## src/sv/prc_pkg.sv

```systemverilog
// ----------------------------------------------------------------------------
// prc_pkg
// Shared types and constants for the prime range counter.
// ----------------------------------------------------------------------------
`default_nettype none

package prc_pkg;

    // Width of the request and result fields
    localparam int FIELD_WIDTH = 16;

    // Default width of the tested values
    localparam int VALUE_WIDTH_DEFAULT = 16;

    // Smallest prime
    localparam int FIRST_PRIME = 2;

    // Saturation limit of the prime count
    localparam logic [FIELD_WIDTH-1:0] COUNT_MAX = '1;

    // Sequencer states
    typedef enum logic [2:0] {
        ST_IDLE,
        ST_SCAN,
        ST_CHECK,
        ST_DIVIDE,
        ST_FINISH
    } state_t;

    // Status returned by the remainder unit
    typedef struct packed {
        logic done;
        logic rem_zero;
    } mod_status_t;

endpackage

`default_nettype wire

```

## src/sv/prime_range_counter_core.sv

```systemverilog
// ----------------------------------------------------------------------------
// prime_range_counter_core
// Counts the primes in [range_start, range_end) by trial division.
// ----------------------------------------------------------------------------
// Usage: a request beat on the in channel (in_valid, in_stall) carries
// range_start (inclusive) and range_end (exclusive). One result beat on the
// out channel (out_valid, out_stall) carries prime_count. An empty or
// reversed range gives a count of zero; 0 and 1 are never prime.
// Each value v in the range is tested against divisors d = 2, 3, ... while
// d*d <= v. Every divisor tried costs one pass of the shared remainder unit
// plus a visit to the check state. Each value also passes once through the
// scan state; the remainder passes dominate the run time of a request.
// One request is worked at a time: in_stall is high while a count runs.
// The result sits in an output register; a new request is taken while it
// waits, but the next result is held back until the earlier one is taken.
// Under out_stall the result beat holds. Reset clears the sequencer and the
// output valid; nothing else needs clearing.
// ----------------------------------------------------------------------------
`default_nettype none

module prime_range_counter_core #(
    parameter int VALUE_WIDTH = prc_pkg::VALUE_WIDTH_DEFAULT
) (
    input  wire logic                              clk,
    input  wire logic                              rst_n,
    input  wire logic                              in_valid,
    output      logic                              in_stall,
    input  wire logic [prc_pkg::FIELD_WIDTH-1:0]   range_start,
    input  wire logic [prc_pkg::FIELD_WIDTH-1:0]   range_end,
    output      logic                              out_valid,
    input  wire logic                              out_stall,
    output      logic [prc_pkg::FIELD_WIDTH-1:0]   prime_count
);

    // Tested values are the request fields cut to VALUE_WIDTH bits, at most FIELD_WIDTH
    localparam int VW = (VALUE_WIDTH < prc_pkg::FIELD_WIDTH) ? VALUE_WIDTH
                                                             : prc_pkg::FIELD_WIDTH;
    localparam int CW = prc_pkg::FIELD_WIDTH;

    prc_pkg::state_t      state_reg, state_next;
    logic [VW-1:0]        value_reg, value_next;
    logic [VW-1:0]        end_reg, end_next;
    logic [VW-1:0]        div_reg, div_next;
    logic [VW:0]          dsq_reg, dsq_next;
    logic [CW-1:0]        count_reg, count_next;
    logic                 out_valid_reg, out_valid_next;
    logic [CW-1:0]        result_reg, result_next;
    logic                 mod_start;
    prc_pkg::mod_status_t mod_status;
    logic                 in_accept;
    logic                 out_free;

    assign in_accept = in_valid && (state_reg == prc_pkg::ST_IDLE);
    assign out_free  = !out_valid_reg || !out_stall;

    // Shared remainder unit
    prc_mod_unit #(
        .VALUE_WIDTH (VW)
    ) u_mod (
        .clk      (clk),
        .rst_n    (rst_n),
        .start    (mod_start),
        .dividend (value_reg),
        .divisor  (div_reg),
        .status   (mod_status)
    );

    // Sequencer: next state and datapath updates
    always_comb
    begin
        state_next     = state_reg;
        value_next     = value_reg;
        end_next       = end_reg;
        div_next       = div_reg;
        dsq_next       = dsq_reg;
        count_next     = count_reg;
        result_next    = result_reg;
        out_valid_next = out_valid_reg && out_stall;
        mod_start      = 1'b0;
        case (state_reg)
            prc_pkg::ST_IDLE:
            begin
                if (in_accept)
                begin
                    value_next = range_start[VW-1:0];
                    end_next   = range_end[VW-1:0];
                    count_next = '0;
                    state_next = prc_pkg::ST_SCAN;
                end
            end
            prc_pkg::ST_SCAN:
            begin
                // Stop at the range end, skip values below the first prime
                if (value_reg >= end_reg)
                begin
                    state_next = prc_pkg::ST_FINISH;
                end
                else if (value_reg < VW'(prc_pkg::FIRST_PRIME))
                begin
                    value_next = value_reg + 1'b1;
                end
                else
                begin
                    div_next   = VW'(prc_pkg::FIRST_PRIME);
                    dsq_next   = (VW+1)'(prc_pkg::FIRST_PRIME * prc_pkg::FIRST_PRIME);
                    state_next = prc_pkg::ST_CHECK;
                end
            end
            prc_pkg::ST_CHECK:
            begin
                // Divisor squared past the value: no divisor found, count it
                if (dsq_reg > {1'b0, value_reg})
                begin
                    if (count_reg != prc_pkg::COUNT_MAX)
                    begin
                        count_next = count_reg + 1'b1;
                    end
                    value_next = value_reg + 1'b1;
                    state_next = prc_pkg::ST_SCAN;
                end
                else
                begin
                    mod_start  = 1'b1;
                    state_next = prc_pkg::ST_DIVIDE;
                end
            end
            prc_pkg::ST_DIVIDE:
            begin
                if (mod_status.done)
                begin
                    if (mod_status.rem_zero)
                    begin
                        // Composite: drop it and advance
                        value_next = value_reg + 1'b1;
                        state_next = prc_pkg::ST_SCAN;
                    end
                    else
                    begin
                        // (d+1)^2 = d^2 + 2d + 1
                        div_next   = div_reg + 1'b1;
                        dsq_next   = dsq_reg + {div_reg, 1'b1};
                        state_next = prc_pkg::ST_CHECK;
                    end
                end
            end
            prc_pkg::ST_FINISH:
            begin
                // Hold until the output register is free
                if (out_free)
                begin
                    result_next    = count_reg;
                    out_valid_next = 1'b1;
                    state_next     = prc_pkg::ST_IDLE;
                end
            end
            default:
            begin
                state_next = prc_pkg::ST_IDLE;
            end
        endcase
    end

    // Hold control state
    always_ff @(posedge clk or negedge rst_n)
    begin
        if (!rst_n)
        begin
            state_reg     <= prc_pkg::ST_IDLE;
            out_valid_reg <= 1'b0;
        end
        else
        begin
            state_reg     <= state_next;
            out_valid_reg <= out_valid_next;
        end
    end

    // Advance the datapath
    always_ff @(posedge clk)
    begin
        value_reg  <= value_next;
        end_reg    <= end_next;
        div_reg    <= div_next;
        dsq_reg    <= dsq_next;
        count_reg  <= count_next;
        result_reg <= result_next;
    end

    assign in_stall    = (state_reg != prc_pkg::ST_IDLE);
    assign out_valid   = out_valid_reg;
    assign prime_count = result_reg;

endmodule

`default_nettype wire

```

## src/sv/prc_mod_unit.sv

```systemverilog
// ----------------------------------------------------------------------------
// prc_mod_unit
// Restoring remainder unit: one quotient bit per cycle, and after the last
// bit a one-cycle done pulse with a zero-remainder flag.
// ----------------------------------------------------------------------------
`default_nettype none

module prc_mod_unit #(
    parameter int VALUE_WIDTH = prc_pkg::VALUE_WIDTH_DEFAULT
) (
    input  wire logic                    clk,
    input  wire logic                    rst_n,
    input  wire logic                    start,
    input  wire logic [VALUE_WIDTH-1:0]  dividend,
    input  wire logic [VALUE_WIDTH-1:0]  divisor,
    output prc_pkg::mod_status_t         status
);

    localparam int CntW = (VALUE_WIDTH > 1) ? $clog2(VALUE_WIDTH) : 1;

    logic                   busy_reg, busy_next;
    logic                   done_reg, done_next;
    logic [CntW-1:0]        cnt_reg, cnt_next;
    logic [VALUE_WIDTH-1:0] rem_reg, rem_next;
    logic [VALUE_WIDTH-1:0] shift_reg, shift_next;
    logic [VALUE_WIDTH:0]   trial;
    logic [VALUE_WIDTH:0]   diff;

    // Shift in the next dividend bit and try the subtraction
    always_comb
    begin
        trial = {rem_reg, shift_reg[VALUE_WIDTH-1]};
        diff  = trial - {1'b0, divisor};
    end

    // Step control
    always_comb
    begin
        busy_next  = busy_reg;
        done_next  = 1'b0;
        cnt_next   = cnt_reg;
        rem_next   = rem_reg;
        shift_next = shift_reg;
        if (start)
        begin
            busy_next  = 1'b1;
            cnt_next   = CntW'(VALUE_WIDTH - 1);
            rem_next   = '0;
            shift_next = dividend;
        end
        else if (busy_reg)
        begin
            if (trial >= {1'b0, divisor})
            begin
                rem_next = diff[VALUE_WIDTH-1:0];
            end
            else
            begin
                rem_next = trial[VALUE_WIDTH-1:0];
            end
            shift_next = {shift_reg[VALUE_WIDTH-2:0], 1'b0};
            cnt_next   = cnt_reg - 1'b1;
            if (cnt_reg == '0)
            begin
                busy_next = 1'b0;
                done_next = 1'b1;
            end
        end
    end

    // Hold control state
    always_ff @(posedge clk or negedge rst_n)
    begin
        if (!rst_n)
        begin
            busy_reg <= 1'b0;
            done_reg <= 1'b0;
            cnt_reg  <= '0;
        end
        else
        begin
            busy_reg <= busy_next;
            done_reg <= done_next;
            cnt_reg  <= cnt_next;
        end
    end

    // Advance the datapath
    always_ff @(posedge clk)
    begin
        rem_reg   <= rem_next;
        shift_reg <= shift_next;
    end

    assign status.done     = done_reg;
    assign status.rem_zero = (rem_reg == '0);

endmodule

`default_nettype wire
```

## config.mk

```make
export PLATFORM = sky130hd
export DESIGN_NAME = prime_range_counter_core
export DESIGN_NICKNAME = d
export VERILOG_FILES = /design/src/sv/prc_pkg.sv /design/src/sv/prime_range_counter_core.sv /design/src/sv/prc_mod_unit.sv
export SDC_FILE = /design/constraint.sdc
export NUM_CORES = 1
export LEC_CHECK = 0
export BUFFER_PORTS_ARGS = -buffer_cell sky130_fd_sc_hd__buf_4
export CORE_MARGIN = 2
export CORE_UTILIZATION = 31
export DETAILED_ROUTE_END_ITERATION = 12
export HOLD_SLACK_MARGIN = 0.08
export SLEW_MARGIN = 20
export SYNTH_ARGS = -nofsm -noshare
export SYNTH_HDL_FRONTEND = slang
export SYNTH_HIERARCHICAL = 1
export SYNTH_SLANG_ARGS = --single-unit
```

## constraint.sdc

```tcl
create_clock -name clk -period 4.36 [get_ports clk]
set_input_delay 0.872 -clock clk [delete_from_list [all_inputs] [get_ports clk]]
set_output_delay 0.872 -clock clk [all_outputs]
set_load 0.03 [all_outputs]
```

==> flow_metrics.py <==
metrics = {
    "yosys": {
        "synth.area.top_cells": "edfxtp_1 40%, ha_1 9.9%, xnor2_1 4.0%, dfxtp_1 3.8%, o21ai_0 3.1%",
        "async_flop_share": 0.07194,
        "synthFlopType": "edfxtp_1",
        "netlist_instances": 819,
        "synth_edf_count": 113,
        "ys_types": 70,
        "yosysSeqAreaShare": 0.4662,
        "netlist_area_um2": 8503,
        "yosysWarnings": 6,
        "synth_top_area_share": 0.3991,
        "synth-seq-cells": 139,
        "yosys.area.top_type": "edfxtp_1",
        "syn_nets": 924,
        "avgSynthCellArea_um2": 10.38,
    },
    "sta": {
        "drv_slew": 0,
        "finalCritPeriodShare": 0.7084,
        "timing.setup.tns_ns": 0,
        "slew_headroom": 0.4694,
        "fin_hold_ws_ns": 0.2669,
        "fin_skew_ns": 0.009892,
        "finalHoldViolations": 0,
        "rsz0062_at_grt": "no",
        "fmax_mhz": 323.8,
        "setup_viol": 0,
        "worst_slew_pin_slew_ns": 0.7959,
        "fin_crit_ns": 3.089,
    },
    "detailed_routing": {
        "drt_wl_total_mm": 19.07,
        "initialDrtViolationCount": 487,
        "num_vias": 6258,
        "vias_per_cell": 5.113,
        "wl_per_cell_um": 15.58,
        "post-route-drc-count": 0,
        "drt-pass1-iter-count": 5,
        "antenna_left": 0,
    },
    "cts": {
        "clk_pin_slew_ns": 0.06,
        "cts_setup_buffers": 0,
        "ctsResizeCount": 0,
        "htreeDepth": 4,
        "cts-root-buf": "clkbuf_16",
        "clock_latency_ns": 0.43,
        "ctsHoldBuffers": 0,
        "cts_inserted_buffers": 17,
        "clock_sinks": 139,
        "clock_path_buffers": 2,
        "cts_tree": "done",
    },
    "global_routing": {
        "grt_max_degree": 35,
        "grt_usage": 0.1375,
        "grt-ovfl-total": 0,
        "grt_pass1_wl_mm": 31.62,
        "antenna_found_initial": 0,
        "grt_pass1_vias": 6160,
    },
    "floorplan": {
        "die_w_um": 169.6,
        "die_area_um2": 28770,
        "core-area_um2": 26950,
        "die_height_um": 169.6,
        "io_pins": 54,
        "rows": 60,
        "initial_utilization": 0.3155,
    },
    "worst_setup_path": {
        "end_kind": "flip-flop",
        "crit_fanout": 21,
        "cp.arrival_ns": 3.26,
        "rr_endpoint": "u_mod/shift_reg[10]",
        "r2r_start": "value_reg[8]",
        "r2r_cells": 8,
        "crit_path_start_kind": "flip-flop",
        "crit_type": "reg -> reg",
        "r2r_slack_ns": 1.27,
        "required_ns": 4.53,
    },
    "placed_design": {
        "dp_cells": 1192,
        "routabilityCongestion": 0.7945,
        "placed_area_um2": 9259,
        "dp_hpwl_mm": 13.91,
        "io_buffers": 53,
    },
    "power_and_ir_drop": {
        "leakagePower_nw": 3.887,
        "vdd_drop_max_uv": 412.9,
        "p_per_area_nw_per_um2": 890.1,
        "power_mw": 8.719,
    },
    "cells_and_area": {
        "drive_above_1_share": 0.1472,
        "n_fill_cell": 2696,
        "diodes": 0,
        "largest_reg_flops": 17,
        "syn_to_final_growth_pct": 15.20,
        "design_area_um2": 9796,
        "fin_cells": 1224,
        "nNetsFinal": 975,
    },
    "worst_hold_path": {
        "hold_path_class": "in -> async",
    },
    "job": {
        "cap_violations": 0,
    },
    "run_status": {
        "status": "finished clean",
    },
}
[cell usage after synthesis, types with 8 or more instances]
cell,n
nand2_1,65
nor2_1,67
nand3_1,33
edfxtp_1,113
o21ai_0,53
a21oi_1,41
nand4_1,17
ha_1,67
nor3_1,10
o21bai_1,8
nor4_1,9
clkbuf_1,16
mux2i_1,15
nand2b_1,12
xor2_1,24
inv_1,60
a211oi_1,12
mux2_2,16
dfxtp_1,16
xnor2_1,39
a21o_1,16
dfrtp_1,10
[power by group]
group	switching, mW	internal (mW)	leakage [nW]
registers	0.626	2.28	1.34
logic	2.57	1.93	2.29
clock network	0.580	0.741	0.258
total	3.77	4.95	3.89
[worst max path at each step]
stage	startpoint	slack [ns]	cells past startpoint	endpoint
after floorplan	value_reg[2]	0.74	7	div_reg[0]
after global placement	value_reg[14]	1.36	8	u_mod/shift_reg[3]
after detailed placement	value_reg[14]	1.29	8	u_mod/shift_reg[8]
after CTS	value_reg[14]	1.29	8	u_mod/shift_reg[13]
after global routing	value_reg[11]	1.03	9	u_mod/shift_reg[8]
final	value_reg[8]	1.27	8	u_mod/shift_reg[10]
[cells by family (layout without fill, tap and decap cells)]
group,after synthesis,in the layout,share of synthesized area
XOR/XNOR,63,63,0.06489
flip-flops,139,139,0.4662
buffers and inverters,89,153,0.04385
multiplexers,33,33,0.04238
adder cells (fa/ha/maj),69,69,0.1033
AND/OR/NAND/NOR,256,256,0.1495
AO/OA/AOI/OAI,170,170,0.1299
[metal layers]
metal / up-vias / global-route usage / wire length, um
met5: - / 0 / 0
met4: 0 / 0.03419 / 165
met3: 16 / 0.02519 / 564
met2: 105 / 0.2270 / 8959
met1: 3042 / 0.1867 / 9385
li1: 3095 / - / -
[worst max-delay path, cell delays in order, from the launching register on]
cell      delay, ns
edfxtp_1       0.58
inv_1          0.12
ha_1           0.33
nand4_1        0.10
nor4_1         0.31
nand2_1        0.18
a21oi_4        0.44
buf_4          0.38
mux2_2         0.38
[layout by cell type, fill, tap and decap left out, drive strengths merged, types with 9 or more instances in the layout]
cell type  count
nor4           9
clkbuf        18
ha            67
mux2i         15
nor3          10
inv           63
dfrtp         10
a211oi        13
dfxtp         16
nand2b        12
a21oi         43
nand2         65
edfxtp       113
o21ai         54
buf           61
xor2          24
nand3         33
xnor2         39
nand4         17
nor2          67
a21o          16
mux2          18
[metrics by stage]
| step | util | worst slack (ns) |
|---|---|---|
| after floorplan | - | 0.7356 |
| after global placement | 0.3435 | 1.362 |
| after detailed placement | 0.3435 | 1.294 |
| after CTS | 0.3635 | 1.287 |
| after global routing | 0.3635 | 1.033 |
| final | 0.3635 | 1.271 |
[final cells by class]
cell class | instances | area, um2 | share of cell area
Multi-Input combinational cell | 591 | 4185 | 0.4273
Sequential cell | 139 | 3964 | 0.4046
Timing Repair Buffer | 61 | 457.9 | 0.04675
Clock buffer | 18 | 439.2 | 0.04483
Tap cell | 341 | 426.7 | 0.04356
Inverter | 60 | 225.2 | 0.02299
Clock inverter | 14 | 97.59 | 0.009963
Note: power is estimated with default switching activity, not from simulation.
